### src/rtl/psf_pkg.sv
// Package: sequencer states and register indexes of the persistent step filter.
`default_nettype none

package psf_pkg;

    // Register index width of the configuration port.
    localparam int CFG_ADDR_W = 3;

    // Register indexes.
    localparam logic [CFG_ADDR_W-1:0] REG_MAX_LIMIT     = 3'd0;
    localparam logic [CFG_ADDR_W-1:0] REG_MIN_LIMIT     = 3'd1;
    localparam logic [CFG_ADDR_W-1:0] REG_BAND          = 3'd2;
    localparam logic [CFG_ADDR_W-1:0] REG_PERSIST_COUNT = 3'd3;
    localparam logic [CFG_ADDR_W-1:0] REG_AVERAGE_MODE  = 3'd4;

    // Width of the band register.
    localparam int BAND_W = 16;

    typedef enum logic [2:0] {
        ST_IDLE,
        ST_CHECK,
        ST_STEP,
        ST_ABS,
        ST_DIV,
        ST_FIX,
        ST_DONE
    } state_t;

endpackage

`default_nettype wire

### src/rtl/persistent_step_filter_core.sv
// Top level: glitch filter with hysteresis, persistence and serial run averaging.
//
//  channel | ports                                  | direction | handshake
//  --------+----------------------------------------+-----------+-----------------
//  input   | s_valid, s_ready, s_sample             | in        | valid / ready
//  result  | m_valid, m_ready, m_held_out, m_rejected| out       | valid / ready
//  config  | cfg_wen, cfg_addr, cfg_wdata           | in        | write enable only
//
//  Sequence: an accepted item passes CHECK, STEP and DONE on its way to the
//  output register in the plain path (CHECK straight to DONE when the sample
//  is outside the limits); when a run fires in averaging mode it also passes
//  ABS, DIV and FIX, where the restoring divider in DIV retires one quotient
//  bit per cycle.
//  Reset: aresetn is synchronous, active low; it restores the register
//  defaults and clears the held value, the runs and the sum.
//  Stalls: a finished beat waits in the output register, and the next input
//  beat is taken meanwhile; the block stalls only when a second result is
//  ready while the first still waits.
`default_nettype none

module persistent_step_filter_core
    import psf_pkg::*;
#(
    parameter int SAMPLE_WIDTH = 16,
    parameter int COUNT_WIDTH  = 16
) (
    input  wire                                    aclk,
    input  wire                                    aresetn,
    // input channel
    input  wire                                    s_valid,
    output logic                                   s_ready,
    input  wire  signed [SAMPLE_WIDTH-1:0]         s_sample,
    // result channel
    output logic                                   m_valid,
    input  wire                                    m_ready,
    output logic signed [SAMPLE_WIDTH-1:0]         m_held_out,
    output logic                                   m_rejected,
    // configuration port
    input  wire                                    cfg_wen,
    input  wire  [CFG_ADDR_W-1:0]                  cfg_addr,
    input  wire  [((SAMPLE_WIDTH > BAND_W) ? SAMPLE_WIDTH : BAND_W)-1:0] cfg_wdata
);

    localparam int SW     = SAMPLE_WIDTH;
    localparam int CW     = COUNT_WIDTH;
    // A run holds at most 2^CW-1 samples, so this width never overflows.
    localparam int SUM_W  = SW + CW;
    // Compare width: held value plus or minus the band without wrap.
    localparam int CMP_W  = ((SUM_W > BAND_W) ? SUM_W : BAND_W + 1) + 1;
    localparam int CNT_W  = $clog2(SUM_W);

    localparam logic [CW-1:0]  CMAX     = {CW{1'b1}};
    localparam logic [CNT_W-1:0] DIV_LAST = CNT_W'(SUM_W - 1);

    localparam logic signed [SW-1:0] MAX_RST =
        (SW >= 16) ? SW'(32767) : {1'b0, {(SW-1){1'b1}}};
    localparam logic signed [SW-1:0] MIN_RST =
        (SW >= 16) ? SW'(-32768) : {1'b1, {(SW-1){1'b0}}};

    // configuration registers
    logic signed [SW-1:0]     max_limit_reg;
    logic signed [SW-1:0]     min_limit_reg;
    logic [BAND_W-1:0]        band_reg;
    logic [CW-1:0]            persist_reg;
    logic                     mode_reg;

    // sequencer and datapath
    state_t                   state_reg, state_next;
    logic signed [SW-1:0]     smp_reg, smp_next;
    logic                     rej_reg, rej_next;
    logic signed [SUM_W-1:0]  held_reg, held_next;
    logic [CW-1:0]            rise_reg, rise_next;
    logic [CW-1:0]            fall_reg, fall_next;
    logic signed [SUM_W-1:0]  sum_reg, sum_next;
    logic [SUM_W-1:0]         quo_reg, quo_next;
    logic [CW-1:0]            rem_reg, rem_next;
    logic                     neg_reg, neg_next;
    logic [CNT_W-1:0]         cnt_reg, cnt_next;

    // output register
    logic                     m_valid_reg, m_valid_next;
    logic signed [SW-1:0]     m_held_reg, m_held_next;
    logic                     m_rej_reg, m_rej_next;

    // control strobes
    logic                     take_in;
    logic                     load_out;

    // combinational terms
    logic [CW-1:0]            need;
    logic                     out_of_limits;
    logic signed [CMP_W-1:0]  smp_wide;
    logic signed [CMP_W-1:0]  held_wide;
    logic signed [CMP_W-1:0]  band_wide;
    logic signed [CMP_W-1:0]  upper;
    logic signed [CMP_W-1:0]  lower;
    logic                     is_rise;
    logic                     is_fall;
    logic [CW-1:0]            run_cur;
    logic [CW-1:0]            run_new;
    logic                     fire;
    logic signed [SUM_W-1:0]  sum_base;
    logic signed [SUM_W-1:0]  sum_step;
    logic [CW:0]              div_shift;
    logic [CW:0]              div_trial;

    // Zero persistence acts as one.
    assign need = (persist_reg == '0) ? CW'(1) : persist_reg;

    assign out_of_limits = (smp_reg > max_limit_reg) || (smp_reg < min_limit_reg);

    assign smp_wide  = {{(CMP_W-SW){smp_reg[SW-1]}}, smp_reg};
    assign held_wide = {{(CMP_W-SUM_W){held_reg[SUM_W-1]}}, held_reg};
    assign band_wide = {{(CMP_W-BAND_W){1'b0}}, band_reg};
    assign upper     = held_wide + band_wide;
    assign lower     = held_wide - band_wide;
    assign is_rise   = smp_wide > upper;
    assign is_fall   = smp_wide < lower;

    // Run that this sample extends; saturate at the counter's top.
    assign run_cur  = is_rise ? rise_reg : fall_reg;
    assign run_new  = (run_cur != CMAX) ? run_cur + CW'(1) : run_cur;
    assign fire     = run_new >= need;

    // Restart the sum when the direction turns.
    assign sum_base = (is_rise ? (fall_reg != '0) : (rise_reg != '0)) ? '0 : sum_reg;
    assign sum_step = sum_base + {{(SUM_W-SW){smp_reg[SW-1]}}, smp_reg};

    // One restoring division step: shift in the next dividend bit and try.
    assign div_shift = {rem_reg, quo_reg[SUM_W-1]};
    assign div_trial = div_shift - {1'b0, need};

    // next state
    always_comb begin
        state_next = state_reg;
        unique case (state_reg)
            ST_IDLE:  if (s_valid) state_next = ST_CHECK;
            ST_CHECK: state_next = out_of_limits ? ST_DONE : ST_STEP;
            ST_STEP: begin
                if ((is_rise || is_fall) && fire && mode_reg) begin
                    state_next = ST_ABS;
                end else begin
                    state_next = ST_DONE;
                end
            end
            ST_ABS:   state_next = ST_DIV;
            ST_DIV:   if (cnt_reg == DIV_LAST) state_next = ST_FIX;
            ST_FIX:   state_next = ST_DONE;
            ST_DONE:  if (load_out) state_next = ST_IDLE;
            default:  state_next = ST_IDLE;
        endcase
    end

    // handshake outputs and strobes
    always_comb begin
        s_ready    = (state_reg == ST_IDLE);
        take_in    = s_ready && s_valid;
        // Load the result once the output register is empty or being drained.
        load_out   = (state_reg == ST_DONE) && (!m_valid_reg || m_ready);
        m_valid    = m_valid_reg;
        m_held_out = m_held_reg;
        m_rejected = m_rej_reg;
    end

    // datapath
    always_comb begin
        smp_next     = smp_reg;
        rej_next     = rej_reg;
        held_next    = held_reg;
        rise_next    = rise_reg;
        fall_next    = fall_reg;
        sum_next     = sum_reg;
        quo_next     = quo_reg;
        rem_next     = rem_reg;
        neg_next     = neg_reg;
        cnt_next     = cnt_reg;
        m_valid_next = m_valid_reg && !m_ready;
        m_held_next  = m_held_reg;
        m_rej_next   = m_rej_reg;

        if (take_in) begin
            smp_next = s_sample;
        end

        unique case (state_reg)
            ST_CHECK: rej_next = out_of_limits;
            ST_STEP: begin
                if (is_rise || is_fall) begin
                    if (fire) begin
                        // Restart both runs; capture the sum for the divider.
                        rise_next = '0;
                        fall_next = '0;
                        sum_next  = '0;
                        quo_next  = sum_step;
                        neg_next  = sum_step[SUM_W-1];
                        if (!mode_reg) begin
                            held_next = {{(SUM_W-SW){smp_reg[SW-1]}}, smp_reg};
                        end
                    end else begin
                        rise_next = is_rise ? run_new : '0;
                        fall_next = is_rise ? '0 : run_new;
                        sum_next  = sum_step;
                    end
                end else begin
                    // Inside the band: drop both runs.
                    rise_next = '0;
                    fall_next = '0;
                    sum_next  = '0;
                end
            end
            ST_ABS: begin
                quo_next = neg_reg ? -quo_reg : quo_reg;
                rem_next = '0;
                cnt_next = '0;
            end
            ST_DIV: begin
                if (!div_trial[CW]) begin
                    rem_next = div_trial[CW-1:0];
                    quo_next = {quo_reg[SUM_W-2:0], 1'b1};
                end else begin
                    rem_next = div_shift[CW-1:0];
                    quo_next = {quo_reg[SUM_W-2:0], 1'b0};
                end
                cnt_next = cnt_reg + CNT_W'(1);
            end
            ST_FIX: held_next = neg_reg ? -quo_reg : quo_reg;
            ST_DONE: begin
                if (load_out) begin
                    m_valid_next = 1'b1;
                    m_held_next  = held_reg[SW-1:0];
                    m_rej_next   = rej_reg;
                end
            end
            default: begin
            end
        endcase
    end

    // configuration writes; indexes beyond the list are dropped
    always_ff @(posedge aclk) begin
        if (!aresetn) begin
            max_limit_reg <= MAX_RST;
            min_limit_reg <= MIN_RST;
            band_reg      <= '0;
            persist_reg   <= CW'(1);
            mode_reg      <= 1'b0;
        end else if (cfg_wen) begin
            unique case (cfg_addr)
                REG_MAX_LIMIT:     max_limit_reg <= cfg_wdata[SW-1:0];
                REG_MIN_LIMIT:     min_limit_reg <= cfg_wdata[SW-1:0];
                REG_BAND:          band_reg      <= cfg_wdata[BAND_W-1:0];
                REG_PERSIST_COUNT: persist_reg   <= cfg_wdata[CW-1:0];
                REG_AVERAGE_MODE:  mode_reg      <= cfg_wdata[0];
                default: begin
                end
            endcase
        end
    end

    // control and filter state
    always_ff @(posedge aclk) begin
        if (!aresetn) begin
            state_reg   <= ST_IDLE;
            m_valid_reg <= 1'b0;
            held_reg    <= '0;
            rise_reg    <= '0;
            fall_reg    <= '0;
            sum_reg     <= '0;
        end else begin
            state_reg   <= state_next;
            m_valid_reg <= m_valid_next;
            held_reg    <= held_next;
            rise_reg    <= rise_next;
            fall_reg    <= fall_next;
            sum_reg     <= sum_next;
        end
    end

    // payload registers
    always_ff @(posedge aclk) begin
        smp_reg    <= smp_next;
        rej_reg    <= rej_next;
        quo_reg    <= quo_next;
        rem_reg    <= rem_next;
        neg_reg    <= neg_next;
        cnt_reg    <= cnt_next;
        m_held_reg <= m_held_next;
        m_rej_reg  <= m_rej_next;
    end

`ifndef NO_ASSERTIONS
    // An accepted beat blocks the input until the sequencer returns to idle.
    a_busy_after_accept: assert property (@(posedge aclk) disable iff (!aresetn)
        s_valid && s_ready |=> !s_ready)
        else $error("input ready while an item is in work");

    // A rise run and a fall run never coexist.
    a_one_run: assert property (@(posedge aclk) disable iff (!aresetn)
        !((rise_reg != '0) && (fall_reg != '0)))
        else $error("rise and fall runs both active");

    // The partial remainder stays below the divisor throughout the division.
    a_rem_bound: assert property (@(posedge aclk) disable iff (!aresetn)
        (state_reg == ST_DIV) |-> (rem_reg < need))
        else $error("divider remainder out of range");

    // A result is loaded only when the output register is free or draining.
    a_no_overwrite: assert property (@(posedge aclk) disable iff (!aresetn)
        m_valid && !m_ready |=> m_valid && $stable(m_held_out) && $stable(m_rejected))
        else $error("pending result overwritten");

    // A rejected sample leaves the held value untouched.
    a_reject_holds: assert property (@(posedge aclk) disable iff (!aresetn)
        (state_reg == ST_DONE) && rej_reg |-> $stable(held_reg))
        else $error("held value moved on a rejected sample");
`endif

endmodule

`default_nettype wire

### config.mk
export PLATFORM = sky130hd
export DESIGN_NAME = persistent_step_filter_core
export DESIGN_NICKNAME = d
export VERILOG_FILES = /design/src/rtl/psf_pkg.sv /design/src/rtl/persistent_step_filter_core.sv
export SDC_FILE = /design/constraint.sdc
export NUM_CORES = 1
export LEC_CHECK = 0
export ABC_AREA = 0
export BUFFER_PORTS_ARGS = -buffer_cell sky130_fd_sc_hd__buf_2
export CAP_MARGIN = 20
export CORE_MARGIN = 3
export CORE_UTILIZATION = 38
export CTS_CLUSTER_DIAMETER = 120
export DETAILED_ROUTE_END_ITERATION = 6
export PLACE_DENSITY = 0.6
export SKIP_LAST_GASP = 1
export SYNTH_ARGS = -nofsm -noshare
export SYNTH_HDL_FRONTEND = slang
export SYNTH_SLANG_ARGS = --single-unit
### constraint.sdc
create_clock -name aclk -period 11.9 [get_ports aclk]
set_clock_uncertainty 0.2 [all_clocks]
set_input_delay 2.38 -clock aclk [delete_from_list [all_inputs] [get_ports aclk]]
set_output_delay 2.38 -clock aclk [all_outputs]
set_load 0.02 [all_outputs]
==> results by group, run 1 <==
Drt
  – Drt initial violations: roughly 1.1k
  – Final antenna-violating net count: 0
  – Routed wire per std cell: 18.2 um
  – Residual DRC: 0
  – Total number of vias: around 16k
  – First-pass DRT Iterations: 6
  – Vias per cell: 5.57
  – Routed WL: about 51000 um

Logic synthesis
  – Mapped Area: 0.0186 mm^2
  – Compound-Gate Fraction of Synth Area: between 20% and 30%
  – Simple-gate share of the synthesized area: between 10% and 20%
  – Adder-cell share of the synthesized area: approximately 14%
  – Synth unique cells: approximately 90
  – Post-synthesis mux area share: under 10%
  – Largest family of logic cells by synthesized area: compound AO/OA/AOI/OAI gates
  – Sequential share of the synthesized area: between 30% and 40%
  – Synth Area in XOR/XNOR: under 10%
  – Ys async rst share: 0%
  – Mapped Avg Cell Area: roughly 8.6 um^2
  – Top FF cell, synth: dfxtp_1
  – Cells after Synth: around 2.2k
  – Synth Warn #: 0
  – Flops & latches, synth: roughly 250
  – Syn Nets: ~2.4k
  – Number of enable flip-flop cells after synthesis: 88

GRT
  – Vias in the first global route: roughly 15k
  – Largest net degree at the start of global routing: between 100 and 150
  – Total track usage: 19.7%
  – Grt total ovfl: 0
  – First-pass GRT wire length: slightly above 80000 um
  – Initial antenna violation count: 0

Pwr
  – Pwr/cell area: 261 mW/mm^2
  – Leakage power: approximately 0.0082 uW
  – Max IR drop VDD: 0.000177 V

Worst setup path
  – Top delay family on crit path: compound AO/OA/AOI/OAI gates
  – CP Launch Type: flip-flop
  – CP max stage cell: a21oi_1
  – Arrival time worst endpoint: 10.83 ns
  – Crit path max fanout: 27
  – Critical Path RT: approximately 12 ns
  – Crit-path max cell delay: between 0.6 and 0.7 ns
  – Setup CP Type: flip-flop to flip-flop
  – CP endpoint kind: flip-flop
  – Worst Path Buf+Inv: 4

Floorplan
  – Starting Density: between 30% and 40%
  – I/O pin cnt: between 50 and 60
  – DIE AREA: slightly above 0.05 mm^2
  – Die Span X: around 230 um
  – Core area: approximately 0.048 mm^2
  – Die Y: 227 um
  – Num rows: 80

Final layout
  – Share of cells above drive strength 1: roughly 7.9%
  – Commonest non-fill, non-tap cell in the layout: nand2_1
  – Nets: approximately 2.4k
  – Post-route cell area: 0.0206 mm^2
  – Count of antenna diodes in the layout: 0
  – Area grow syn2layout: 10.3%
  – Most frequent cells in the layout: nand2_1 (252), ha_1 (195), dfxtp_1 (165)

Timing
  – Final hold viol count: 0
  – Worst Tran Pin Value: 1.06 ns
  – F_max: 94.9 MHz
  – Slew margin rel.: 29.3%
  – Final setup fails: 0
  – Slew Limit Fails: 0
  – Minimum clock period: approximately 11 ns
  – RSZ-0062 raised after global routing: no
  – WHS: ~0.23 ns
  – Total negative slack: 0 ns
  – Tcrit/Tclk final: roughly 90%

Flow run
  – Max Cap Viol: 0

Clocking
  – Latest clock arrival within the worst-skew pair: between 0.5 and 0.6 ns
  – Clk sinks: 253
  – Clk buf depth: 3
  – Reg clk slew, reported paths: roughly 0.060 ns
  – # resized after CTS: 0
  – Postcts setup bufs: 0
  – Cts bufs inserted: 30
  – H-tree depth: 1
  – Clock Tree Root: clkbuf_16
  – CTS tree: yes
  – Hold_buf cts: 0

Placement
  – Global placer's final weighted congestion: 0.895
  – # port buffers: between 50 and 60
  – DP HPWL: roughly 38000 um
  – Placed Area: 0.0195 mm^2

Worst hold path
  – HP Class: flip-flop to flip-flop

Run status
  – Status: finished clean
[path summary, 6_finish.rpt]
kind	start	endpoint	slack, ns	cells after the start
setup / recovery	band_reg[2]	fall_reg[9]	1.36	42
hold reg to reg	rej_reg	m_rejected	0.23	0
hold / removal	rej_reg	m_rejected	0.23	0
setup reg to reg	band_reg[2]	fall_reg[9]	1.36	42
[logic make-up after synthesis]
| logic type | Yosys count |
|---|---|
| simple gates | 731 |
| mux | 65 |
| xor+xnor | 142 |
| flops | 253 |
| fa+ha+maj | 199 |
| buf+inv | 211 |
| compound gates | 556 |
[synth_stat cells, types with 44 or more instances]
cell | number | area [um^2]
nand3_1 | 46 | 230
ha_1 | 195 | 2440
xor2_1 | 67 | 587
nor2_1 | 122 | 458
nand2_1 | 252 | 946
edfxtp_1 | 88 | 2640
nor2b_1 | 105 | 657
a21o_1 | 44 | 330
a21boi_0 | 51 | 383
clkbuf_1 | 78 | 293
o21ai_0 | 100 | 500
mux2i_1 | 59 | 591
xnor2_1 | 74 | 648
dfxtp_1 | 165 | 3300
a21oi_1 | 123 | 616
inv_1 | 113 | 424
[per-stage QoR]
| step | utilization (%) | std cells | worst slack, ns | power (uW) |
|---|---|---|---|---|
| after global routing | 42.8 | 2811 | 0.441 | 5830 |
| after detailed placement | 40.5 | 2751 | 1.44 | 4370 |
| after CTS | 42.6 | 2807 | 1.36 | 5360 |
| after global placement | 40.5 | 2751 | 1.66 | 4290 |
| after floorplan | - | 2157 | 1.71 | 3630 |
| final | 42.8 | 2811 | 1.36 | 5360 |
[worst register-to-register path, delay by kind of cell, from the launching register on]
kind | cells | cell delay, ns
AO/OA/AOI/OAI | 17 | 4.36
adder cells (fa/ha/maj) | 4 | 1.19
multiplexers | 1 | 0.33
AND/OR/NAND/NOR | 14 | 2.90
buffers and inverters | 4 | 0.73
XOR/XNOR | 2 | 0.39
flip-flops | 1 | 0.35
[per-layer routing]
layer,track usage [%],vias up,share of wire (%)
met2,32.2,329,45
met3,2.00,66,3.9
met4,4.62,0,2.2
met5,0,-,0
met1,28.0,7464,49
li1,-,7810,-
[report_power, final]
| part | total (uW) | internal (uW) | leakage [uW] | switching, uW |
|---|---|---|---|---|
| clock | 968 | 587 | 0.000503 | 381 |
| sequential | 1380 | 1140 | 0.00215 | 242 |
| combinational | 3010 | 1280 | 0.00558 | 1730 |
[cell type report]
cell class / instances / area [um^2]
fill: 4790 / 27500
multi-input combinational: 1693 / 11900
sequential: 253 / 5950
clock buffer: 36 / 805
tap: 615 / 769
timing repair buffer: 80 / 498
inverter: 114 / 428
clock inverter: 20 / 228
Power figures use the tool's default switching activity.
==> run 2: changes to the inputs <==
--- a/config.mk
+++ b/config.mk
@@ -9,10 +9,10 @@
 export BUFFER_PORTS_ARGS = -buffer_cell sky130_fd_sc_hd__buf_2
 export CAP_MARGIN = 20
 export CORE_MARGIN = 3
-export CORE_UTILIZATION = 38
+export CORE_UTILIZATION = 64
 export CTS_CLUSTER_DIAMETER = 120
 export DETAILED_ROUTE_END_ITERATION = 6
-export PLACE_DENSITY = 0.6
+export PLACE_DENSITY = 0.89
 export SKIP_LAST_GASP = 1
 export SYNTH_ARGS = -nofsm -noshare
 export SYNTH_HDL_FRONTEND = slang
==> run 2 against run 1 <==
- worst hold slack improved by 0.0015 ns
- global-route usage increased by 13 points
- worst setup slack got worse by 0.61 ns
- clock power fell by 7.0%
- wire length grew 3.6%
- flip-flop and latch count unchanged
- first-iteration DRC count increased by 52%
- critical path depth shrank 1
- sequential share of layout area rose by 0.63 points
- largest power group unchanged
- highest routed layer unchanged
==> results by group, run 2 (same netlist as run 1, synthesis figures left out) <==
Run status
  – Status: finished clean

GRT
  – Total track usage: about a third
  – Largest net degree at the start of global routing: 95
  – Grt total ovfl: 0
  – Vias in the first global route: around 16k
  – Initial antenna violation count: 0
  – First-pass GRT wire length: approximately 84000 um

Floorplan
  – I/O pin cnt: 59
  – Die Y: 177 um
  – DIE AREA: 0.0312 mm^2
  – Core area: ~0.028 mm^2
  – Num rows: 61
  – Die Span X: approximately 180 um
  – Starting Density: approximately two thirds

Worst setup path
  – Crit path max fanout: 17
  – CP Launch Type: flip-flop
  – Critical Path RT: between 10 and 15 ns
  – RR Startpoint: band_reg[2]
  – CP endpoint kind: flip-flop
  – Critical Path Start: band_reg[2]
  – Crit-path max cell delay: 0.82 ns
  – Arrival time worst endpoint: approximately 11 ns
  – CP max stage cell: o311a_1
  – Most used cell, CP: a21oi_1
  – Setup CP Type: flip-flop to flip-flop

Timing
  – Final setup fails: 0
  – RSZ-0062 raised after global routing: no
  – Worst Tran Pin Value: 1.21 ns
  – Final hold viol count: 0
  – Slew margin rel.: 19.2%
  – Total negative slack: 0 ns
  – Tcrit/Tclk final: between 90% and 100%
  – Minimum clock period: approximately 11 ns
  – Slew Limit Fails: 0
  – F_max: around 90 MHz

Placement
  – # port buffers: 58
  – Global placer's final weighted congestion: about 0.95
  – DP HPWL: 37700 um
  – Placed Area: approximately 0.019 mm^2

Drt
  – Drt initial violations: 1693
  – First-pass DRT Iterations: 6
  – Residual DRC: 0
  – Vias per cell: 6.52
  – Routed WL: between 50000 and 60000 um
  – Final antenna-violating net count: 0
  – Total number of vias: between 15k and 20k
  – Routed wire per std cell: ~21 um

Flow run
  – Max Cap Viol: 0

Clocking
  – Clk sinks: ~250
  – # resized after CTS: 0
  – Cts bufs inserted: 27
  – Hold_buf cts: 0
  – Reg clk slew, reported paths: 0.06 ns
  – H-tree depth: 1
  – Clk buf depth: 3
  – Latest clock arrival within the worst-skew pair: about 0.56 ns
  – Clock Tree Root: clkbuf_16
  – Postcts setup bufs: 0
  – CTS tree: yes

Worst hold path
  – Worst Min Path Start: rej_reg
  – HP Class: flip-flop to flip-flop

Pwr
  – Max IR drop VDD: just under 0.0002 V
  – Leakage power: 0.00817 uW
  – Pwr/cell area: between 200 and 300 mW/mm^2

Final layout
  – Post-route cell area: slightly above 0.02 mm^2
  – Area grow syn2layout: 7.92%
  – Commonest non-fill, non-tap cell in the layout: nand2_1
  – Count of antenna diodes in the layout: 0
  – Nets: 2402
  – Most frequent cells in the layout: nand2_1 (252), ha_1 (195), dfxtp_1 (165)
  – Share of cells above drive strength 1: under 10%
-- run 2: changes by cell type in the layout (fill, tap and decap cells not counted), sizes merged --
cell      before  now
clkinv        13    5
buf           80   74
bufinv         5    3
clkinvlp       3    0
clkbuf        36   42
-- run 2: through the flow --
step	utilization [%]	power (uW)	cells	setup WS (ns)	hold slack, ns
finish	71.2	5380	2561	0.756	0.227
global route	71.2	5760	2561	0.115	0.254
CTS	71.0	5290	2558	1.03	0.225
global placement	67.7	4200	2509	1.52	0.207
detailed placement	67.7	4360	2509	1.21	0.210
floorplan	-	3630	2157	1.71	0.200
-- run 2: critical path, delay by kind of cell, from the launching register on --
kind	cells	cell delay (ns)
AOI/OAI and AO/OA	16	4.55
and+or+nand+nor	15	3.40
adders and majority gates	4	1.31
buffers and inverters	3	0.49
DFF	1	0.38
xor gates and xnor gates	2	0.34
muxes	1	0.33
-- run 2: metal layers --
layer / vias to the layer above / wire length [um] / GRT usage [%]
li1: 7766 / - / -
met1: 7878 / 21000 / 43.2
met2: 854 / 24500 / 54.9
met3: 210 / 4760 / 4.23
met4: 0 / 2740 / 15.8
met5: - / 0 / 0
-- run 2: final timing paths --
path / end / slack, ns / cells after the start
hold / removal: m_rejected / 0.23 / 0
setup / recovery: fall_reg[4] / 0.76 / 41
hold reg to reg: m_rejected / 0.23 / 0
setup reg to reg: fall_reg[4] / 0.76 / 41
-- run 2: power breakdown --
part / switching, uW / internal (uW)
combinational: 1830 / 1280
clock: 362 / 538
sequential: 236 / 1140
-- run 2: layout make-up --
type                            count  area (um^2)
Timing Repair Buffer               74          460
Fill cell                        2096         8130
Inverter                          114          428
Clock inverter                      7          110
Sequential cell                   253         5950
Clock buffer                       42          823
Tap cell                          378          473
Multi-Input combinational cell   1693        11900
==> run 3: changes to the inputs <==
--- a/config.mk
+++ b/config.mk
@@ -5,13 +5,14 @@
 export SDC_FILE = /design/constraint.sdc
 export NUM_CORES = 1
 export LEC_CHECK = 0
-export ABC_AREA = 0
+export ABC_AREA = 1
 export BUFFER_PORTS_ARGS = -buffer_cell sky130_fd_sc_hd__buf_2
 export CAP_MARGIN = 20
 export CORE_MARGIN = 3
 export CORE_UTILIZATION = 64
 export CTS_CLUSTER_DIAMETER = 120
 export DETAILED_ROUTE_END_ITERATION = 6
+export GPL_TIMING_DRIVEN = 0
 export PLACE_DENSITY = 0.89
 export SKIP_LAST_GASP = 1
 export SYNTH_ARGS = -nofsm -noshare
==> run 3 against run 2 <==
- the flow now finishes with violations (DRC)
- register-to-register slack gained 1.8 ns
- worst setup slack improved by 1.8 ns
- clock power grew 3.7%
- highest routed layer unchanged
- via count grew 8.5%
- largest cell class unchanged
- first-iteration DRC count is 6.1% higher
- worst hold slack gained 0.012 ns
- global-route usage increased by 1.7 points
- combinational power is 24% higher
==> results by group, run 3 <==
Logic synthesis
  – Flops & latches, synth: about 250
  – Top post-synthesis cells by count: nand2_1 (530), a21oi_1 (300), inv_1 (290)
  – Sequential share of the synthesized area: 31.9%
  – Top FF cell, synth: dfxtp_1
  – Syn Nets: 2779
  – Area leader, netlist: dfxtp_1
  – Largest family of logic cells by synthesized area: simple AND/OR/NAND/NOR gates
  – Synth Warn #: 0
  – Mapped Area: 0.0187 mm^2
  – Top-area cell type share of the netlist area: between 15 and 20%
  – Synth Area in XOR/XNOR: 6.39%
  – Simple-gate share of the synthesized area: 22.9%
  – Compound-Gate Fraction of Synth Area: between 15 and 20%
  – Ys async rst share: 0%
  – Top post-synthesis cells by area: dfxtp_1 (18%), edfxtp_1 (14%), ha_1 (13%), nand2_1 (11%), a21oi_1 (8.0%)
  – Adder-cell share of the synthesized area: a little over an eighth
  – Number of enable flip-flop cells after synthesis: between 80 and 90
  – Post-synthesis mux area share: 0.483%
  – Cells after Synth: between 2k and 3k
  – Cell with the most instances after synthesis: nand2_1
  – Mapped Avg Cell Area: 7.34 um^2
  – Synth unique cells: 55

Worst setup path
  – Crit-path max cell delay: 0.51 ns
  – Critical Path RT: roughly 12 ns
  – R2r worst-path depth: 58
  – RR Startpoint: band_reg[2]
  – Most used cell, CP: nand2_1
  – CP max stage cell: a31oi_1
  – CP Launch Type: flip-flop
  – Crit path max fanout: 10
  – Reg2Reg Capture Point: sum_reg[19]
  – CP endpoint kind: flip-flop
  – Setup CP Type: flip-flop to flip-flop
  – Arrival time worst endpoint: between 9 and 10 ns
  – Worst reg2reg setup slack: between 2 and 3 ns

GRT
  – Largest net degree at the start of global routing: 26
  – First-pass GRT wire length: 87900 um
  – Total track usage: between 30% and 40%
  – Grt total ovfl: 0
  – Vias in the first global route: 17.2k
  – Initial antenna violation count: 0

Timing
  – Minimum clock period: slightly above 9 ns
  – Total negative slack: 0 ns
  – WHS: 0.239 ns
  – Final setup fails: 0
  – F_max: between 100 and 150 MHz
  – Slew margin rel.: a little over a quarter
  – Final hold viol count: 0
  – Slew Limit Fails: 0
  – RSZ-0062 raised after global routing: no
  – Worst Tran Pin Value: between 1 and 1.5 ns
  – Tcrit/Tclk final: around 78%

Final layout
  – Count of antenna diodes in the layout: 0
  – Final Core Density: between 70% and 80%
  – Share of cells above drive strength 1: between 6 and 7%
  – Area grow syn2layout: 10.2%
  – Commonest non-fill, non-tap cell in the layout: nand2_1
  – Nets: about 2.9k
  – Post-route cell area: a little over 0.02 mm^2
  – Most frequent cells in the layout: nand2_1 (530), a21oi_1 (299), inv_1 (290)

Drt
  – Residual DRC: 1
  – Routed WL: approximately 55000 um
  – First-pass DRT Iterations: 7
  – Routed wire per std cell: 18.2 um
  – Vias per cell: between 5 and 6
  – Final antenna-violating net count: 0
  – Total number of vias: 18.1k
  – Drt initial violations: between 1.5k and 2k

Clocking
  – CTS tree: yes
  – H-tree depth: 1
  – Reg clk slew, reported paths: 0.06 ns
  – Clock Tree Root: clkbuf_16
  – Cts bufs inserted: 29
  – # resized after CTS: 0
  – Latest clock arrival within the worst-skew pair: 0.56 ns
  – Clk sinks: ~250
  – Clk buf depth: 3
  – Postcts setup bufs: 0
  – Hold_buf cts: 0

Placement
  – DP HPWL: around 43000 um
  – # port buffers: 57
  – Placed Area: between 0.015 and 0.02 mm^2
  – Global placer's final weighted congestion: just over 1

Floorplan
  – Die Y: about 180 um
  – DIE AREA: around 0.031 mm^2
  – Die Span X: 177 um
  – Core area: around 0.028 mm^2
  – Starting Density: between 60% and 70%
  – I/O pin cnt: 59
  – Num rows: between 60 and 70

Worst hold path
  – Hold Crit Depth: 0
  – HP Class: flip-flop to flip-flop
  – Endpoint, Worst Hold: m_rejected
  – Worst Min Path Start: rej_reg

Run status
  – Status: finished with violations
  – Violated checks: DRC

Pwr
  – Leakage power: a little over 0.009 uW
  – Pwr/cell area: around 300 mW/mm^2
  – Max IR drop VDD: between 0.00015 and 0.0002 V

Flow run
  – Max Cap Viol: 0
run 3: cell count changes after synthesis, sizes merged, moves of 63 or more:
| cell | before | now |
|---|---|---|
| nor2 | 127 | 204 |
| inv | 113 | 294 |
| nor2b | 105 | 0 |
| a21oi | 124 | 301 |
| o21ai | 103 | 166 |
| nand2 | 256 | 555 |
run 3: logic make-up after synthesis:
group                      count (synthesis)
and+or+nand+nor                          980
AOI/OAI and AO/OA                        565
buffers and inverters                    398
DFF                                      253
adders and majority gates                199
xor gates and xnor gates                 136
muxes                                      9
run 3: critical path, delay by kind of cell, from the launching register on:
kind	cells	cell delay [ns]
adder cells (fa/ha/maj)	4	1.04
flip-flops	1	0.35
buffers and inverters	13	2.02
AO/OA/AOI/OAI	8	1.60
AND/OR/NAND/NOR	32	3.77
XOR/XNOR	1	0.22
run 3: how the worst max path moves through the flow:
stage	endpoint	cells past startpoint	from	slack [ns]
after floorplan	quo_reg[0]	54	band_reg[2]	3.24
after global routing	sum_reg[8]	57	held_reg[2]	1.75
after global placement	quo_reg[22]	53	held_reg[2]	1.06
after detailed placement	sum_reg[19]	58	band_reg[2]	2.78
final	sum_reg[19]	58	band_reg[2]	2.57
after CTS	sum_reg[19]	58	band_reg[2]	2.71
run 3: final cells by class:
type	count	area [um^2]
well taps	378	473
repair buffers	63	409
fillers	2261	7680
multi-input cells	1889	11200
clock inverters	16	166
clock buffers	38	841
flip-flops and latches	253	5950
inverters	295	1110
plain buffers	103	442
run 3: power breakdown:
group	switching, uW	internal (uW)
Clock	372	562
Combinational	2520	1350
Sequential	234	1180
run 3: metrics by stage:
| step | power, uW | worst slack (ns) | std cells |
|---|---|---|---|
| CTS | 6120 | 2.71 | 3035 |
| floorplan | 4120 | 3.24 | 2540 |
| detailed placement | 5150 | 2.78 | 2981 |
| finish | 6220 | 2.57 | 3035 |
| global placement | 4950 | 1.06 | 2975 |
| global route | 6740 | 1.75 | 3035 |
run 3: per-layer routing:
| layer | GRT usage [%] | vias up | share of wire [%] |
|---|---|---|---|
| met5 | 0 | - | 0 |
| met4 | 14.7 | 0 | 4.6 |
| met3 | 6.39 | 168 | 10 |
| met2 | 57.1 | 909 | 45 |
| met1 | 45.4 | 8345 | 41 |
| li1 | - | 8712 | - |
